**src/sv/dtsr_pkg.sv**
```systemverilog
// Package of types, codes and constants for the transport segmenter and reassembler.
`default_nettype none

package dtsr_pkg;

    // Sizing defaults.
    localparam int MAX_REQUEST_BYTES_DEF = 4096;
    localparam int QUEUE_DEPTH           = 2;
    localparam int QPTR_W                = $clog2(QUEUE_DEPTH);
    localparam int QCNT_W                = $clog2(QUEUE_DEPTH + 1);

    // Protocol constants.
    localparam logic [7:0]  PAD_BYTE       = 8'hAA;
    localparam logic [7:0]  NRC_PENDING    = 8'h78;
    localparam logic [7:0]  NEG_RESPONSE   = 8'h7F;
    localparam logic [7:0]  FC_CLEAR_SEND  = 8'h30;
    localparam logic [11:0] TOTAL_MAX      = 12'hFFF;
    localparam logic [3:0]  FRAME_LEN_DATA = 4'd8;
    localparam logic [3:0]  FRAME_LEN_FC   = 4'd3;

    // Protocol control information nibbles.
    localparam logic [3:0] PCI_SF = 4'h0;
    localparam logic [3:0] PCI_FF = 4'h1;
    localparam logic [3:0] PCI_CF = 4'h2;
    localparam logic [3:0] PCI_FC = 4'h3;

    // Input action codes.
    localparam logic [2:0] ACT_CLEAR   = 3'd0;
    localparam logic [2:0] ACT_LOAD    = 3'd1;
    localparam logic [2:0] ACT_TRANSMIT = 3'd2;
    localparam logic [2:0] ACT_FLOW    = 3'd3;
    localparam logic [2:0] ACT_RECEIVE = 3'd4;

    // Configuration register indexes.
    localparam int CFG_IDX_W = 2;
    localparam logic [CFG_IDX_W-1:0] CFG_REQUEST_ID     = 2'd0;
    localparam logic [CFG_IDX_W-1:0] CFG_AWAIT_RESPONSE = 2'd1;
    localparam logic [CFG_IDX_W-1:0] CFG_USE_FLOW_CTRL  = 2'd2;
    localparam int CFG_DATA_W = 11;

    // Protocol state as reported in state_out.
    typedef enum logic [2:0] {
        PS_READY       = 3'd0,
        PS_AWAIT_FC    = 3'd1,
        PS_SEND_DATA   = 3'd2,
        PS_AWAIT_REPLY = 3'd3,
        PS_SEND_FC     = 3'd4,
        PS_COMPLETED   = 3'd5,
        PS_ERROR       = 3'd6
    } t_pstate;

    // Sequencer state of the back end.
    typedef enum logic [1:0] {
        BS_IDLE,
        BS_TX,
        BS_RX
    } t_bstate;

    // Classified operation handed from the front end to the back end.
    typedef enum logic [2:0] {
        OP_CLEAR,
        OP_LOAD,
        OP_TX,
        OP_FC,
        OP_RX,
        OP_NONE
    } t_op;

    typedef struct packed {
        logic [2:0]  action;
        logic [7:0]  request_byte;
        logic [28:0] rx_id;
        logic [63:0] rx_data;
    } t_in;

    typedef struct packed {
        logic        frame_valid;
        logic [10:0] frame_id;
        logic [3:0]  frame_len;
        logic [63:0] frame_data;
        logic        reply_byte_valid;
        logic [7:0]  reply_byte;
        logic [11:0] received_total;
        logic [2:0]  state_out;
        logic        last;
    } t_out;

    typedef struct packed {
        logic [10:0] request_id;
        logic        await_response;
        logic        use_flow_control;
    } t_cfg;

    typedef struct packed {
        t_op         op;
        logic [7:0]  request_byte;
        logic        id_match;
        logic [63:0] rx_data;
    } t_cmd;

endpackage

`default_nettype wire

```
**src/sv/dtsr_front.sv**
```systemverilog
// Front end: accepts input transactions, classifies them and queues them for the back end.
`default_nettype none

module dtsr_front
    import dtsr_pkg::*;
(
    input  wire logic       i_clk,
    input  wire logic       i_rst_n,
    input  wire logic       i_in_valid,
    output logic            o_in_stall,
    input  wire t_in        i_in,
    input  wire logic [7:0] i_match_id,
    output logic            o_cmd_valid,
    output t_cmd            o_cmd,
    input  wire logic       i_cmd_pop
);

    function automatic logic [QPTR_W-1:0] qptr_inc(input logic [QPTR_W-1:0] p);
        return (p == QPTR_W'(QUEUE_DEPTH - 1)) ? '0 : p + 1'b1;
    endfunction

    t_cmd              r_q [QUEUE_DEPTH];
    logic [QPTR_W-1:0] r_wr_ptr, n_wr_ptr;
    logic [QPTR_W-1:0] r_rd_ptr, n_rd_ptr;
    logic [QCNT_W-1:0] r_count, n_count;
    t_cmd              cls_cmd;
    logic              push;
    logic              pop;

    // Decode the action and compare the low identifier bits once, on entry.
    always_comb begin
        cls_cmd.request_byte = i_in.request_byte;
        cls_cmd.rx_data      = i_in.rx_data;
        cls_cmd.id_match     = (i_in.rx_id[7:0] == i_match_id);
        case (i_in.action)
            ACT_CLEAR:    cls_cmd.op = OP_CLEAR;
            ACT_LOAD:     cls_cmd.op = OP_LOAD;
            ACT_TRANSMIT: cls_cmd.op = OP_TX;
            ACT_FLOW:     cls_cmd.op = OP_FC;
            ACT_RECEIVE:  cls_cmd.op = OP_RX;
            default:      cls_cmd.op = OP_NONE;
        endcase
    end

    assign o_in_stall  = (r_count == QCNT_W'(QUEUE_DEPTH));
    assign push        = i_in_valid && !o_in_stall;
    assign o_cmd_valid = (r_count != '0);
    assign pop         = i_cmd_pop && o_cmd_valid;
    assign o_cmd       = r_q[r_rd_ptr];

    // Queue pointer and occupancy updates.
    always_comb begin
        n_wr_ptr = push ? qptr_inc(r_wr_ptr) : r_wr_ptr;
        n_rd_ptr = pop ? qptr_inc(r_rd_ptr) : r_rd_ptr;
        n_count  = r_count;
        if (push && !pop) begin
            n_count = r_count + 1'b1;
        end else if (pop && !push) begin
            n_count = r_count - 1'b1;
        end
    end

    always_ff @(posedge i_clk) begin
        if (!i_rst_n) begin
            r_wr_ptr <= '0;
            r_rd_ptr <= '0;
            r_count  <= '0;
        end else begin
            r_wr_ptr <= n_wr_ptr;
            r_rd_ptr <= n_rd_ptr;
            r_count  <= n_count;
        end
    end

    // Queue storage holds payload only.
    always_ff @(posedge i_clk) begin
        if (push) begin
            r_q[r_wr_ptr] <= cls_cmd;
        end
    end

endmodule

`default_nettype wire

```
**config.mk**
```make
export PLATFORM = sky130hd
export DESIGN_NAME = dtsr_front
export DESIGN_NICKNAME = d
export VERILOG_FILES = /design/src/sv/dtsr_pkg.sv /design/src/sv/dtsr_front.sv
export SDC_FILE = /design/constraint.sdc
export NUM_CORES = 1
export LEC_CHECK = 0
export BUFFER_PORTS_ARGS = -buffer_cell sky130_fd_sc_hd__buf_2
export CORE_MARGIN = 3
export CORE_UTILIZATION = 50
export CTS_CLUSTER_SIZE = 8
export DETAILED_ROUTE_END_ITERATION = 12
export GPL_TIMING_DRIVEN = 0
export PLACE_DENSITY = 0.78
export SLEW_MARGIN = 10
export SYNTH_ARGS = -nofsm -noshare
export SYNTH_HDL_FRONTEND = slang
export SYNTH_SLANG_ARGS = --single-unit
```
**constraint.sdc**
```tcl
create_clock -name i_clk -period 4.9 [get_ports i_clk]
set_input_delay 0.735 -clock i_clk [delete_from_list [all_inputs] [get_ports i_clk]]
set_output_delay 0.735 -clock i_clk [all_outputs]
set_load 0.02 [all_outputs]
```
# Word level (Yosys, flattened, before mapping)
# Memories as Yosys holds them, arrays and structs flattened. A register that Yosys moved wholly into a read port is not among the register bits.
# Cells that the tools add are included.
[totals] regBits=4 mem_bits_rw=152 in_bits=116 out_inout_bits=78 word_cells=33 mem_count=1
[mem_list] memory="r_q" words=2 word_bits=76 read_ports=1 rd_ports_with_merged_regs=1 wr=1 line="dtsr_front.sv:22" text="t_cmd r_q [QUEUE_DEPTH];"
[classes] addsub=4 eq_ne=6 muxes=9 reduce_logical=10
[ops] cell="case mux 3 bit (5 select lines)" count=1
[ops] cell="equality test 8 bit" count=1
[ops] cell="equality test 3 x 2 -> 1 bit (second input constant)" count=2
[ops] cell="2-to-1 mux 1 bit" count=6
[ops] cell="logical AND 1 bit" count=4
[ops] cell="2-to-1 mux 2 bit" count=2
[ops] cell="nonzero test 2 bit" count=2
[ops] cell="equality test 3 x 1 -> 1 bit (second input constant)" count=1
[ops] cell="equality test 3 bit (second input constant)" count=1
[ops] cell="logical NOT 1 bit" count=3
[ops] cell="logical NOT 3 bit" count=1
[ops] cell="adder 1 bit (second input constant)" count=2
[ops] cell="adder 2 x 1 -> 2 bit (second input constant)" count=1
[ops] cell="equality test 2 bit (second input constant)" count=1
[ops] cell="subtractor 2 x 1 -> 2 bit (second input constant)" count=1

# Longest topological paths before layout
# Gate-level depths: netlist (run 1).
[logic_depth] ltp_word=7 mapped_depth=7 depth_no_buf=7

# Least setup slack after synthesis (run 1)
# Ideal clock, no wire load.
[synth_path] path_type="input to register" from="input port i_in_valid" to="memory r_q[0][0] in the netlist's numbering, enable pin" setup_time_ns=0.498 arrival_time_ns=3.778 setup_slack_ns=0.624 stages=2 path_buffers=0 path_cell_list="inv_1 > nor3_2"
[synth_via] elab_chain_cells=3
[synth_rtl] element="from (decl)" line="dtsr_front.sv:9" text="input wire logic i_in_valid,"
[synth_rtl] element="logical AND 1 bit" line="dtsr_front.sv:46" text="assign push = i_in_valid && !o_in_stall;"
[synth_rtl] element="2-to-1 mux 1 bit" line="dtsr_front.sv:77" text="if (push) begin"
[synth_rtl] element="2-to-1 mux 1 bit (implied by the code)" line="dtsr_front.sv:78" text="r_q[r_wr_ptr] <= cls_cmd;"
[synth_rtl] element="to (decl)" line="dtsr_front.sv:22"
# Every way passes these cells.

==> results of run 1 <==
==> per-layer routing <==
layer / vias up / share of wire [%]
li1: 1480 / -
met1: 1501 / 41
met2: 110 / 51
met3: 10 / 6.7
met4: 0 / 1.3
met5: - / 0
==> sequential cells by signal, indices dropped and copies added, names as in the netlist, named ones only <==
name,cells
r_q,152
r_count,2
r_rd_ptr,1
r_wr_ptr,1
==> worst max-delay path, cell delays in order, from the launching register on <==
cell and delay (ns):
dfxtp_1 0.37, buf_4 0.24, buf_6 0.18, mux2_1 0.35
buf_2 0.17
==> final timing paths <==
check / to / startpoint / cells after the start
max reg2reg: r_q[0][54] / r_count[0] / 6
max: o_cmd[54] / register / 4
min reg2reg: r_count[1] / r_count[1] / 2
min: r_q[0][5] / i_in[5] / 1
==> report_power, final <==
part / internal [mW] / total, mW / switching (mW)
clock network: 0.814 / 1.29 / 0.479
registers: 1.69 / 1.73 / 0.0469
logic: 0.462 / 1.12 / 0.660
total: 2.96 / 4.15 / 1.19
==> area by class of cell <==
cell class	instances	area, um2
Timing Repair Buffer	178	981
Clock inverter	10	139
Fill cell	797	3540
Sequential cell	157	4660
Buffer	9	71.3
Multi-Input combinational cell	107	1100
Tap cell	140	175
Inverter	2	7.51
Clock buffer	22	454
==> layout by cell type, fill, tap and decap left out <==
| cell type | instances |
|---|---|
| a21boi_0 | 1 |
| a21boi_1 | 1 |
| a21o_1 | 1 |
| and2_1 | 3 |
| and3_4 | 1 |
| buf_12 | 1 |
| buf_16 | 2 |
| buf_2 | 175 |
| buf_4 | 1 |
| buf_6 | 4 |
| buf_8 | 3 |
| bufinv_16 | 3 |
| clkbuf_1 | 5 |
| clkbuf_16 | 17 |
| clkbuf_8 | 1 |
| clkinv_1 | 1 |
| clkinv_2 | 1 |
| clkinv_4 | 1 |
| clkinvlp_4 | 3 |
| dfxtp_1 | 5 |
| edfxtp_1 | 152 |
| ha_1 | 1 |
| inv_1 | 1 |
| inv_2 | 1 |
| inv_6 | 1 |
| mux2_1 | 40 |
| mux2_2 | 36 |
| nand2b_1 | 1 |
| nand4_1 | 2 |
| nor2_1 | 2 |
| nor2b_1 | 1 |
| nor3_4 | 1 |
| o21a_1 | 1 |
| o21ai_0 | 1 |
| o21ai_1 | 1 |
| or2_2 | 1 |
| or3_1 | 1 |
| xnor2_1 | 10 |
| xor2_1 | 1 |
==> through the flow <==
step	instance area, um2	power [mW]	setup slack, ns
CTS	7590	4.20	2.39
global route	7590	4.33	2.34
floorplan	5830	2.50	0.624
finish	7590	4.15	2.45
global placement	6860	2.84	-0.925
detailed placement	7000	2.90	2.64
==> kinds of logic after synthesis <==
kind of cell | count (synthesis) | share of synthesized area, %
flip-flops | 157 | 80.0
adder cells (fa/ha/maj) | 1 | 0.215
AND/OR/NAND/NOR | 13 | 1.37
AO/OA/AOI/OAI | 6 | 0.687
multiplexers | 76 | 14.7
XOR/XNOR | 11 | 1.65
buffers and inverters | 11 | 1.35
==> results.md, run 1 <==
* Post-Place Cells at 593
* Clock buffer count from CTS at 17
* VDD IR max at 0.320 mV
* RSZ-0062 raised after global routing: false
* Yosys top cell area share at 78.3%
* # hold bufs at CTS at 0
* Synth top cells by count: edfxtp_1 (152), mux2_1 (40), mux2_2 (36)
* Endpoints failing setup at 0
* Worst Max-Slew Pin Slew at 0.564 ns
* Setup_tns at 0 ns
* Normalized max-slew margin at 62.4%
* Top FF cell, synth: edfxtp_1
* Clock tree buffer depth at 2
* Slew Limit Fails at 0
* Vias at 3101
* Vias in the first global route at 3274
* First-pass GRT wire length at 15.6 mm
* Die area at 13000 um2
* Clock-pin slew on the worst setup and hold paths at roughly 0.060 ns
* CTS Sinks at 157
* Syn_nets at 392
* Nets@finish at ~600
* Worst Path Arrival at 1.72 ns
* DRT iter0 DRCs at 130
* R2R setup slack at around 3 ns
* Met2 Use GR at 26.9%
* Leak pwr at just under 3 nW
* Standard-cell rows at 38
* # IOs at slightly below 200
* H-tree depth at 4
* FFs w/ async S/R, synth at 0%
* Warnings, synthesis at 0
* Initial core utilization at 52.4%
* WHS at 0.511 ns
* Die width at 114 um
* Post-DP HPWL at 7.32 mm
* Minimum clock period at 2.45 ns
* Post-synth EDFFs at 152
* Grt peak-use layer: met2
* Share of cells above drive strength 1 at 52.2%
* Worst-skew pair later-pin latency at 0.41 ns
* Critical path startpoint category: register
* Synth unique cells at 28
* Post-synth top area cell: edfxtp_1
* Mapped Area at 5830 um2
* Setup Skew at 0.00824 ns
* Total setup buffers inserted after CTS at 0
* Cell with the most instances after synthesis: edfxtp_1
* DR DRC count at 0
* P per Cell Area at approximately 550 nW/um2
* Die Y at 114 um
* Routed wire length at 10.4 mm
* Fmax at ~410 MHz
* Mean area per synthesized cell at roughly 21 um2
* PostCTS Resize Cnt at 0
* Routed WL per cell at between 15 and 20 um
* Fin util at 68.2%
* Number of synthesized register bits at 157
* Antenna violations before repair at 0
* Sequential element share of the synthesized area at 80.0%
* Post-DRT Antenna Nets at 0
* Crit end category: output port
* Met1 Usage GRT at 18.8%
* Status: completed
* Kind of critical path: register to output port
* Worst Path Required at 4.16 ns
* Max-cap viol count at 0
* Hold Crit Class: input port to register
* CORE AREA at 11100 um2
* Total gr overflow at 0
* GR Util All Layers at 15.9%
* Final Hold Fails at 0
* Largest net degree at the start of global routing at 40
* GPL Wtd Cong at 0.712
* Post-Syn Instances at approximately 280
* Port bufs at 172
* Crit Path Max Fanout at 10
* Vias per Instance at 4.96
* Clk root buf: clkbuf_16
* Drt pass-1 iters at 4
* Number of antenna diodes at 0
* Layout area overhead at 30.2%
* M3 GR Usage at roughly 5.7%
* Fin cells at 625
* Final Cycle Share at 50.1%
* Synth top area cells: edfxtp_1 (78%), mux2_1 (7.7%), mux2_2 (7.0%)
* CTS tree: done
Note: power is estimated with default switching activity, not from simulation.
==> run 2: changes to the inputs <==
Clock period 4.9 ns to 2.3 ns, I/O delays scaled along.
==> results.md, run 2 (synthesis gave the netlist of run 1 again) <==
* Status: completed (unchanged)
* Crit end category: output port (unchanged)
* Die width at 114 um (unchanged)
* Die Y at 114 um (unchanged)
* Worst Path Arrival at 1.70 ns (was 1.72 ns)
* Clock-pin slew on the worst setup and hold paths at 0.06 ns (about the same)
* Vias at 3125 (was 3101)
* Kind of critical path: register to output port (unchanged)
* Final instance area at 7570 um2 (was 7590 um2)
* Port bufs at 172 (unchanged)
* Most frequent cells in the layout: buf_2 (175), edfxtp_1 (152), mux2_1 (40) (unchanged)
* Final Cycle Share at 88.9%
* GR Util All Layers at 16.2% (was 15.9%)
* DRT iter0 DRCs at 189 (was 130)
* Max-cap viol count at 0 (unchanged)
* PostCTS Resize Cnt at 0 (unchanged)
* WP buf/inv at 3 (unchanged)
* Antenna violations before repair at 0 (unchanged)
* CORE AREA at 11100 um2 (unchanged)
* Max reg flops at 152 (unchanged)
* Setup_tns at 0 ns (unchanged)
* Drt pass-1 iters at 4 (unchanged)
* Post-DP HPWL at 7.32 mm (about the same)
* Leak pwr at 2.90 nW (about the same)
* Number of antenna diodes at 0 (unchanged)
* # IOs at 194 (unchanged)
* P per Cell Area at 1160 nW/um2 (was 547 nW/um2)
* Setup Skew at 0.00481 ns (was 0.00824 ns)
* Worst-skew pair later-pin latency at 0.40 ns (was 0.41 ns)
* CTS Sinks at 157 (unchanged)
* CP max stage cell: dfxtp_1 (unchanged)
* Worst Path Required at 1.96 ns (was 4.16 ns)
* DR DRC count at 0 (unchanged)
* Top reg by flops: r_q (unchanged)
* Minimum clock period at 2.04 ns
* Fin util at 68.1% (was 68.2%)
* Largest net degree at the start of global routing at 43 (was 40)
* Routed wire length at 10.4 mm (about the same)
* Die area at 13000 um2 (unchanged)
* Commonest non-fill, non-tap cell in the layout: buf_2 (unchanged)
* Regs by FF count: r_q: 152 flops, r_count: 2 flops (unchanged)
* Final Hold Fails at 0 (unchanged)
* Dpl cell area at 6990 um2 (was 7000 um2)
* R2R setup slack at 0.58 ns (was 2.92 ns)
* Slew Limit Fails at 0 (unchanged)
* Routed WL per cell at 16.7 um (was 16.6 um)
* VDD IR max at 0.633 mV (was 0.320 mV)
* Hold Crit Class: input port to register (unchanged)
* # hold bufs at CTS at 0 (unchanged)
* Worst path top cell family by delay: buffers and inverters (unchanged)
* Critical path startpoint category: register (unchanged)
* GPL Wtd Cong at 0.744 (was 0.712)
* Endpoints failing setup at 0 (unchanged)
* Fmax at between 400 and 500 MHz
* Normalized max-slew margin at 65.6% (was 62.4%)
* Clock tree buffer depth at 2 (unchanged)
* Total gr overflow at 0 (unchanged)
* CP cell instances: buf_4 > buf_6 > mux2_1 > buf_2 (unchanged)
* Clock buffer count from CTS at 17 (unchanged)
* WHS at 0.122 ns (was 0.511 ns)
* H-tree depth at 4 (unchanged)
* Standard-cell rows at 38 (unchanged)
* Slowest Stage Delay on Critical Path at 0.37 ns (about the same)
* Nets@finish at 589 (unchanged)
* Total setup buffers inserted after CTS at 0 (unchanged)
* Layout area overhead at 30.0% (was 30.2%)
* Vias per Instance at 5.00 (was 4.96)
* Crit Path Max Fanout at 10 (unchanged)
* Initial core utilization at 52.4% (unchanged)
* Post-DRT Antenna Nets at 0 (unchanged)
* Clk root buf: clkbuf_16 (unchanged)
* First-pass GRT wire length at 16.1 mm (was 15.6 mm)
* Vias in the first global route at 3296 (was 3274)
* Worst Max-Slew Pin Slew at 0.516 ns (was 0.564 ns)
* Share of cells above drive strength 1 at 52.4% (was 52.2%)
* RSZ-0062 raised after global routing: false (unchanged)
* CTS tree: done (unchanged)
==> run 2: layout make-up <==
cell class	instances	area, um2
inverter	2	10.0
timing repair buffer	178	968
clock buffer	20	437
multi-input combinational	107	1100
tap	140	175
clock inverter	12	144
sequential	157	4670
fill	776	3550
buffer	9	71.3
==> run 2: per-stage QoR <==
stage          cells  power [mW]  setup WS (ns)
3_3_place_gp     587        6.05          -1.41
2_1_floorplan    275        5.33         -0.540
6_report         625        8.82          0.256
4_1_cts          625        8.93          0.217
3_5_place_dp     593        6.18          0.555
5_1_grt          625        9.22          0.169
==> run 2: power breakdown <==
part | internal, mW | switching [mW] | total [mW]
Clock | 1.70 | 1.04 | 2.74
Sequential | 3.59 | 0.101 | 3.69
Combinational | 0.982 | 1.41 | 2.39
==> run 2: final timing paths <==
path	from	endpoint	cells after the start
setup / recovery	register	o_cmd[46]	4
hold / removal	i_in[5]	r_q[0][5]	1
setup reg to reg	r_count[0]	r_q[1][51]	3
hold reg to reg	r_rd_ptr	register	2
==> run 2: metal layers <==
metal  wire [um]  up-vias  GRT usage, %
li1            -     1478             -
met1        4150     1517          18.9
met2        5270      122          27.2
met3         913        8          6.84
met4          88        0          5.07
met5           0        -             0
